==> src/pts_pkg.sv <==
// Shared types and constants for the periodic timer slot table.
`default_nettype none
package pts_pkg;

  localparam int SLOTS_DEFAULT = 8;
  localparam int OWNER_W       = 8;
  localparam int PERIOD_W      = 16;
  localparam int COUNT_W       = 11;
  localparam int BURST_W       = 6;
  localparam int STATUS_W      = 3;

  localparam int TICKS_PER_SEC = 20;
  localparam int MS_PER_SEC    = 1000;
  localparam int MS_PER_TICK   = MS_PER_SEC / TICKS_PER_SEC;

  // period / MS_PER_TICK as (period * RECIP) >> RECIP_SHIFT, exact over 16-bit periods
  localparam int RECIP_SHIFT = 22;
  localparam int RECIP_W     = 17;
  localparam logic [RECIP_W-1:0] RECIP =
    RECIP_W'((2 ** RECIP_SHIFT + MS_PER_TICK - 1) / MS_PER_TICK);
  localparam int PROD_W = PERIOD_W + RECIP_W;

  typedef enum logic [1:0] {
    OP_TICK     = 2'd0,
    OP_REGISTER = 2'd1,
    OP_REMOVE   = 2'd2
  } opcode_t;

  typedef enum logic [STATUS_W-1:0] {
    STAT_OK          = 3'd0,
    STAT_DUPLICATE   = 3'd1,
    STAT_NOT_FOUND   = 3'd2,
    STAT_FULL        = 3'd3,
    STAT_ZERO_PERIOD = 3'd4
  } status_t;

  typedef enum logic [1:0] {
    PASS_TICK  = 2'd0,
    PASS_FIND  = 2'd1,
    PASS_CLAIM = 2'd2
  } pass_t;

  typedef enum logic [1:0] {
    S_IDLE  = 2'd0,
    S_SWEEP = 2'd1,
    S_REPLY = 2'd2
  } state_t;

  typedef struct packed {
    pass_t               pass;
    logic                remove;
    logic [OWNER_W-1:0]  owner;
    logic [COUNT_W-1:0]  reload;
    logic [BURST_W-1:0]  burst;
  } cmd_t;

  typedef struct packed {
    logic here;
    logic flag;
  } link_t;

  typedef struct packed {
    logic                pend;
    logic [OWNER_W-1:0]  owner;
    logic [BURST_W-1:0]  burst;
  } cell_stat_t;

endpackage
`default_nettype wire

==> src/pts_cell.sv <==
// One timer slot cell of the chain; the sweep token and its flag pass through it.
`default_nettype none
module pts_cell
  import pts_pkg::*;
(
  input  wire logic       clk,
  input  wire logic       rst,
  input  wire logic       advance,
  input  wire cmd_t       cmd,
  input  wire link_t      prev,
  output link_t           link,
  output cell_stat_t      stat
);

  logic                used;
  logic [OWNER_W-1:0]  owner;
  logic [COUNT_W-1:0]  countdown;
  logic [COUNT_W-1:0]  reload;
  logic [BURST_W-1:0]  burst;
  logic                here;
  logic                flag;

  logic match;
  logic pend;
  logic step;

  assign match = used && (owner == cmd.owner);
  assign pend  = used && (countdown == COUNT_W'(1));
  assign step  = here && advance;

  always_comb begin
    link.here = here;
    case (cmd.pass)
      PASS_FIND:  link.flag = flag | match;
      PASS_CLAIM: link.flag = flag | !used;
      default:    link.flag = flag;
    endcase
  end

  assign stat.pend  = pend;
  assign stat.owner = owner;
  assign stat.burst = burst;

  always_ff @(posedge clk) begin
    if (rst) begin
      here <= 1'b0;
      flag <= 1'b0;
    end else if (advance) begin
      here <= prev.here;
      flag <= prev.flag;
    end
  end

  always_ff @(posedge clk) begin
    if (rst) begin
      used <= 1'b0;
    end else if (step) begin
      case (cmd.pass)
        PASS_FIND: begin
          if (cmd.remove && match) used <= 1'b0;
        end
        PASS_CLAIM: begin
          if (!used && !flag) used <= 1'b1;
        end
        default: begin
        end
      endcase
    end
  end

  always_ff @(posedge clk) begin
    if (step) begin
      case (cmd.pass)
        PASS_TICK: begin
          if (used) countdown <= pend ? reload : countdown - COUNT_W'(1);
        end
        PASS_CLAIM: begin
          if (!used && !flag) begin
            owner     <= cmd.owner;
            countdown <= cmd.reload;
            reload    <= cmd.reload;
            burst     <= cmd.burst;
          end
        end
        default: begin
        end
      endcase
    end
  end

endmodule
`default_nettype wire

==> src/periodic_timer_slot_table.sv <==
// Top level of the periodic timer slot table: command control, cell chain and result register.
//
// Input channel s_axis: one transaction is one command (tick, register owner, remove owner).
// Output channel m_axis: fire results (tuser 0) and command status results (tuser 1);
// tlast marks the final result caused by a command.
// A token walks the chain of SLOTS cells, one cell per cycle while no fire waits on
// the output register, with a flag that collects the match or free-slot answer along the way.
// Tick: one fire result per expiring slot in slot order.
// Remove: one walk; the status result follows it.
// Register: one walk for the duplicate check and, if the owner is new and the period
// is nonzero, a second walk that claims the lowest free slot; the status result
// follows the last walk. An unused opcode is dropped on accept.
// The next command is taken once the current walk and its status result are done;
// a finished result may still wait in the output register.
// Reset clears every slot's used bit, the token and the output register's valid bit.
// When the receiver stalls, a tick walk halts at the firing cell until the
// output register frees, so no fire is lost.
`default_nettype none
module periodic_timer_slot_table
  import pts_pkg::*;
#(
  parameter int SLOTS = SLOTS_DEFAULT
) (
  input  wire logic        clk,
  input  wire logic        rst,
  input  wire logic        s_axis_tvalid,
  output logic             s_axis_tready,
  input  wire logic [31:0] s_axis_tdata,  // opcode[1:0], owner_id[9:2], period_ms[25:10]
  output logic             m_axis_tvalid,
  input  wire logic        m_axis_tready,
  output logic [23:0]      m_axis_tdata,  // owner_out[7:0], burst[13:8], status[16:14]
  output logic             m_axis_tuser,  // kind
  output logic             m_axis_tlast
);

  state_t state;
  state_t state_next;
  pass_t  pass_q;
  pass_t  pass_next;

  opcode_t              op_q;
  logic [OWNER_W-1:0]   owner_q;
  logic [PERIOD_W-1:0]  period_q;
  logic [PROD_W-1:0]    prod_q;
  status_t              status_q;
  status_t              status_next;

  logic                 out_valid;
  logic                 out_kind;
  logic [OWNER_W-1:0]   out_owner;
  logic [BURST_W-1:0]   out_burst;
  status_t              out_status;
  logic                 out_last;

  logic [1:0]           in_opcode;
  logic [OWNER_W-1:0]   in_owner;
  logic [PERIOD_W-1:0]  in_period;

  logic accept;
  logic start;
  logic advance;
  logic out_free;
  logic fire_now;
  logic fire_last;
  logic chain_done;
  logic load_fire;
  logic load_stat;
  logic [OWNER_W-1:0] fire_owner;
  logic [BURST_W-1:0] fire_burst;
  logic [COUNT_W-1:0] rel;
  logic [BURST_W-1:0] new_burst;

  cmd_t       cmd;
  link_t      links [SLOTS+1];
  cell_stat_t stats [SLOTS];
  logic [SLOTS:0] later;

  function automatic logic [BURST_W-1:0] short_burst(input logic [PERIOD_W-1:0] p);
    logic [BURST_W-1:0] b;
    b = BURST_W'(1);
    if (p < PERIOD_W'(MS_PER_TICK)) begin
      case (p[5:0]) inside
        6'd1:      b = 6'd50;
        6'd2:      b = 6'd25;
        6'd3:      b = 6'd16;
        6'd4:      b = 6'd12;
        6'd5:      b = 6'd10;
        6'd6:      b = 6'd8;
        6'd7:      b = 6'd7;
        6'd8:      b = 6'd6;
        [6'd9:6'd10]:  b = 6'd5;
        [6'd11:6'd12]: b = 6'd4;
        [6'd13:6'd16]: b = 6'd3;
        [6'd17:6'd25]: b = 6'd2;
        default:   b = 6'd1;
      endcase
    end
    return b;
  endfunction

  assign in_opcode = s_axis_tdata[1:0];
  assign in_owner  = s_axis_tdata[9:2];
  assign in_period = s_axis_tdata[25:10];

  assign s_axis_tready = (state == S_IDLE);
  assign accept        = s_axis_tvalid && s_axis_tready;
  assign out_free      = !out_valid || m_axis_tready;

  assign rel       = prod_q[RECIP_SHIFT +: COUNT_W];
  assign new_burst = short_burst(period_q);

  assign cmd.pass   = pass_q;
  assign cmd.remove = (op_q == OP_REMOVE);
  assign cmd.owner  = owner_q;
  assign cmd.reload = (rel == '0) ? COUNT_W'(1) : rel;
  assign cmd.burst  = new_burst;

  assign links[0].here = start;
  assign links[0].flag = 1'b0;

  genvar gi;
  generate
    for (gi = 0; gi < SLOTS; gi++) begin : g_cell
      pts_cell u_cell (
        .clk     (clk),
        .rst     (rst),
        .advance (advance),
        .cmd     (cmd),
        .prev    (links[gi]),
        .link    (links[gi+1]),
        .stat    (stats[gi])
      );
      assign later[gi] = stats[gi].pend | later[gi+1];
    end
  endgenerate
  assign later[SLOTS] = 1'b0;

  always_comb begin
    fire_now   = 1'b0;
    fire_last  = 1'b0;
    fire_owner = '0;
    fire_burst = '0;
    for (int i = 0; i < SLOTS; i++) begin
      if (links[i+1].here && stats[i].pend) begin
        fire_now   = 1'b1;
        fire_last  = !later[i+1];
        fire_owner = stats[i].owner;
        fire_burst = stats[i].burst;
      end
    end
    if (pass_q != PASS_TICK) fire_now = 1'b0;
  end

  assign advance    = !(fire_now && !out_free);
  assign chain_done = links[SLOTS].here && advance;

  always_comb begin
    state_next  = state;
    pass_next   = pass_q;
    status_next = status_q;
    start       = 1'b0;
    load_fire   = 1'b0;
    load_stat   = 1'b0;
    case (state)
      S_IDLE: begin
        if (s_axis_tvalid) begin
          case (in_opcode)
            OP_TICK: begin
              start      = 1'b1;
              pass_next  = PASS_TICK;
              state_next = S_SWEEP;
            end
            OP_REGISTER, OP_REMOVE: begin
              start      = 1'b1;
              pass_next  = PASS_FIND;
              state_next = S_SWEEP;
            end
            default: begin
            end
          endcase
        end
      end
      S_SWEEP: begin
        if (fire_now && out_free) load_fire = 1'b1;
        if (chain_done) begin
          case (pass_q)
            PASS_TICK: state_next = S_IDLE;
            PASS_FIND: begin
              if (op_q == OP_REMOVE) begin
                status_next = links[SLOTS].flag ? STAT_OK : STAT_NOT_FOUND;
                state_next  = S_REPLY;
              end else if (links[SLOTS].flag) begin
                status_next = STAT_DUPLICATE;
                state_next  = S_REPLY;
              end else if (period_q == '0) begin
                status_next = STAT_ZERO_PERIOD;
                state_next  = S_REPLY;
              end else begin
                start     = 1'b1;
                pass_next = PASS_CLAIM;
              end
            end
            PASS_CLAIM: begin
              status_next = links[SLOTS].flag ? STAT_OK : STAT_FULL;
              state_next  = S_REPLY;
            end
            default: state_next = S_IDLE;
          endcase
        end
      end
      S_REPLY: begin
        if (out_free) begin
          load_stat  = 1'b1;
          state_next = S_IDLE;
        end
      end
      default: state_next = S_IDLE;
    endcase
  end

  always_ff @(posedge clk) begin
    if (rst) begin
      state  <= S_IDLE;
      pass_q <= PASS_TICK;
    end else begin
      state  <= state_next;
      pass_q <= pass_next;
    end
  end

  always_ff @(posedge clk) begin
    status_q <= status_next;
    prod_q   <= PROD_W'(period_q) * PROD_W'(RECIP);
    if (accept) begin
      op_q     <= opcode_t'(in_opcode);
      owner_q  <= in_owner;
      period_q <= in_period;
    end
  end

  always_ff @(posedge clk) begin
    if (rst) begin
      out_valid <= 1'b0;
    end else if (load_fire || load_stat) begin
      out_valid <= 1'b1;
    end else if (m_axis_tready) begin
      out_valid <= 1'b0;
    end
  end

  always_ff @(posedge clk) begin
    if (load_fire) begin
      out_kind   <= 1'b0;
      out_owner  <= fire_owner;
      out_burst  <= fire_burst;
      out_status <= STAT_OK;
      out_last   <= fire_last;
    end else if (load_stat) begin
      out_kind   <= 1'b1;
      out_owner  <= owner_q;
      out_burst  <= '0;
      out_status <= status_q;
      out_last   <= 1'b1;
    end
  end

  assign m_axis_tvalid = out_valid;
  assign m_axis_tuser  = out_kind;
  assign m_axis_tlast  = out_last;
  assign m_axis_tdata  = {7'd0, out_status, out_burst, out_owner};

endmodule
`default_nettype wire
==> config.mk <==
export PLATFORM = sky130hd
export DESIGN_NAME = periodic_timer_slot_table
export DESIGN_NICKNAME = d
export VERILOG_FILES = /design/src/pts_pkg.sv /design/src/pts_cell.sv /design/src/periodic_timer_slot_table.sv
export SDC_FILE = /design/constraint.sdc
export NUM_CORES = 1
export LEC_CHECK = 0
export BUFFER_PORTS_ARGS = -buffer_cell sky130_fd_sc_hd__buf_2
export CORE_AREA = 3 3 229 231
export DETAILED_ROUTE_END_ITERATION = 16
export DIE_AREA = 0 0 232 234
export PLACE_DENSITY = 0.69
export SLEW_MARGIN = 10
export SYNTH_ARGS = -nofsm -noshare
export SYNTH_HDL_FRONTEND = slang
export SYNTH_SLANG_ARGS = --single-unit
==> constraint.sdc <==
create_clock -name clk -period 5 [get_ports clk]
set_input_delay 0 -clock clk [delete_from_list [all_inputs] [get_ports clk]]
set_output_delay 0 -clock clk [all_outputs]
set_load 0.1 [all_outputs]
==> reports/results.txt <==
Switching share of power = 0.369
Register share of total power = 0.266
CP max-delay cell = fa_2
Largest net degree at the start of global routing = 67
Clock Skew = 0.0205 ns
Placed inst area = 24400 µm²
# clock sinks = 375
Relative slew slack = 0.239
Die area = 54300 µm²
Worst Setup Slack, final = -0.228 ns
Top cell type's share of synthesized area = 0.441
VDD IR-drop max = 0.576 mV
Die H = 234 µm
Routability congestion estimate = 0.903
Fin crit share = 1.05
Final wirelength = 59.8 mm
Slowest stage delay, CP = 0.55 ns
Register area share after synthesis = 0.480
R2r startpoint = period_q[10]
P_int = 8.80 mW
Slew Viols, Final = 0
LEAKAGE = 10.2 nW
Switching power total = 5.16 mW
Top_reg_cell synth = edfxtp_1
Routed Antenna Nets = 0
I/O Buffers = 50
Post-synth EDFFs = 332
CTS clk-pin slew, worst paths = 0.07 ns
Worst Tran Pin Value = 1.14 ns
Worst-skew pair later-pin latency = 0.58 ns
Crit path cell chain = fa_2 > fa_1 > inv_1 > fa_1 > inv_1 > fa_1 > fa_1 > fa_2 > ha_1 > nand2_1 > or4_4 > o21ba_4 > nand2b_4 > a22oi_2
Reg area = 10800 µm²
Final Total Pwr = 14.0 mW
RSZ-0062 raised after global routing = true
CP arrival = 5.72 ns
Sum of negative setup slack = -1.40 ns
Count of different cell masters after synthesis = 80
Clock power share = 0.231
Worst Hold Class = input port to register
Avg Cell Area, Syn = 11.1 µm²
Part of the power in combinational logic = 0.504
DR vias = 16639
DP HPWL = 42.1 mm
Final Util = 0.531
Setup crit end kind = register
Mapped Area = 22600 µm²
Crit path required time = 5.49 ns
Layout overhead on the synthesized area = 18.2%
1st-pass router iterations = 8
Vias in the first global route = 16789
Critical Path Start Type = register
Setup Viol. Count Final = 10
Final worst path period need = 5.23 ns
Status = finished with violations
Clock buffer depth = 3
Post-route insts no fill = 2929
Iteration-0 DRC Markers = 1794
Hold path start = s_axis_tdata[10]
Seq cells post-synth = 375
DR DRC count = 0
Core Area = 50300 µm²
Ant diodes = 0
Simple-Gate Fraction of Synth Area = 0.109
TritonCTS Buffers = 42
H-tree depth = 2
Setup WS pre-CTS = -0.313 ns
Layout cells sized above 1 = 0.170
Post-synth top area cell = edfxtp_1
Failing checks = negative setup slack
Main combinational cell family by area after synthesis = adder cells
Critical Path Most Common Cell = fa_1
Multi-input gate area = 11000 µm²
Top post-synthesis cells by area = edfxtp_1 44%, ha_1 9.1%, fa_1 8.6%
Synth async-reset ratio = 0
Crit-path max FO = 4
XOR/XNOR Fraction of Synth Area = 0.0458
Nets = 2521
Synth Instances = 2035
Cell count after placement = 2806
Proportion of synthesized area in mux cells = 0.00360
Setup CP Type = register to register
WL per Instance = 20.4 µm
Min Hold Slack = 0.138 ns
Post-Synth Adder-Cell Area = 0.177
Top-level I/O count = 64
CTS tree = done
Starting Density = 0.449
Initial antenna violation count = 1
Final hold vios = 0
Compound-Gate Fraction of Synth Area = 0.129
Fill cells = 4307
CP bufs+invs = 2
Total GRT Usage = 0.220
Global-route wire length before repair = 93.3 mm
Yosys warnings = 0
GRT overflow = 0
Pwr dens = 523 nW/µm²
Fmax = 191 MHz
Row cnt = 82
Top Family by Delay on Critical Path = adder cells
CTS Root Cell = clkbuf_16
Setup crit start = period_q[10]
Max_cap viols = 0
Post-route cell area = 26700 µm²
Die width = 232 µm
Via density per instance = 5.68
==> cells by family (layout without fill, tap and decap cells) <==
kind of cell,Yosys count,after routing
other,1,7
AO/OA/AOI/OAI,470,470
adder cells (fa/ha/maj),262,262
AND/OR/NAND/NOR,487,487
buffers and inverters,314,530
XOR/XNOR,118,118
flip-flops,375,375
multiplexers,8,8
==> final timing paths <==
path | end | slack, ns | cells past startpoint
setup reg to reg | prod_q[23] | -0.23 | 14
setup / recovery | prod_q[23] | -0.23 | 14
hold reg to reg | m_axis_tuser | 0.49 | 2
hold / removal | period_q[0] | 0.14 | 2
==> repair_timing <==
item,4_1_cts,5_1_grt
endpoints found under the setup margin,11,11
hold endpoints to repair,50,0
hold buffers,29,0
cloned,0,0
buffers inserted,12,4
resized for setup,43,42
pin swaps,46,41
==> routing by layer <==
metal	part of all wire	routed length [µm]	vias to the layer above	global-route usage
li1	-	-	7727	-
met1	0.41	24300	8157	0.287
met2	0.49	29300	639	0.380
met3	0.075	4480	116	0.0335
met4	0.028	1670	0	0.0703
met5	0	0	-	0
==> sequential cells by signal (all words and copies together) (netlist names), 6 cells and up <==
name,cells
g_cell.u_cell.here,8
out_owner,8
owner_q,8
prod_q,11
g_cell.u_cell.used,8
out_burst,6
g_cell.u_cell.flag,7
g_cell.u_cell.owner,64
g_cell.u_cell.countdown,88
period_q,16
g_cell.u_cell.reload,88
g_cell.u_cell.burst,48
==> worst reg2reg max path, delay by kind of cell (launching register included) <==
| family | cells | cell delay, ns |
|---|---|---|
| adder cells (fa/ha/maj) | 7 | 3.40 |
| AO/OA/AOI/OAI | 2 | 0.38 |
| buffers and inverters | 2 | 0.12 |
| flip-flops | 1 | 0.51 |
| AND/OR/NAND/NOR | 3 | 0.74 |
==> power groups by stage <==
stage / logic (mW) / clock network [mW] / registers (mW)
after floorplan: 3.85 / 0 / 3.68
after global placement: 5.61 / 0 / 3.76
after detailed placement: 5.70 / 0 / 3.77
after CTS: 6.29 / 3.26 / 3.70
after global routing: 7.85 / 3.39 / 3.71
final: 7.03 / 3.22 / 3.71
==> layout by cell type, fill, tap and decap left out, types with 13 or more instances in the layout <==
| master | instances |
|---|---|
| or4_1 | 15 |
| nor4_1 | 22 |
| a21o_1 | 16 |
| buf_4 | 144 |
| o21ai_0 | 137 |
| nand3_1 | 46 |
| o31ai_1 | 15 |
| a311oi_1 | 13 |
| fa_1 | 87 |
| clkbuf_16 | 43 |
| a31oi_1 | 14 |
| nand4_1 | 22 |
| ha_4 | 15 |
| dfxtp_1 | 43 |
| inv_1 | 200 |
| xor2_1 | 27 |
| nor2_1 | 113 |
| ha_1 | 147 |
| buf_2 | 50 |
| inv_2 | 20 |
| a211oi_1 | 16 |
| dlygate4sd3_1 | 29 |
| o211ai_1 | 14 |
| or3_1 | 21 |
| o22ai_1 | 14 |
| xnor2_1 | 90 |
| nand2_1 | 115 |
| edfxtp_1 | 332 |
| a21oi_1 | 136 |
| nor3_1 | 48 |
==> synth_stat cells (all sizes together) (16+ instances only) <==
cell	number
o31ai	16
ha	165
inv	220
buf	28
nor3	53
clkbuf	64
nand4	22
o21ai	148
a31oi	17
xor2	27
nand2	117
edfxtp	332
dfxtp	43
nor4	30
or3	22
fa	97
nor2	117
a21oi	142
a211oi	17
a21o	16
or4	17
xnor2	91
nand3	48
==> final cells by class <==
type,count,share of cell area
multi-input cells,1352,0.413
flip-flops and latches,375,0.406
repair buffers,230,0.0637
clock buffers,60,0.0457
well taps,672,0.0315
inverters,222,0.0312
clock inverters,18,0.00867
Note: power is estimated with default switching activity, not from simulation.
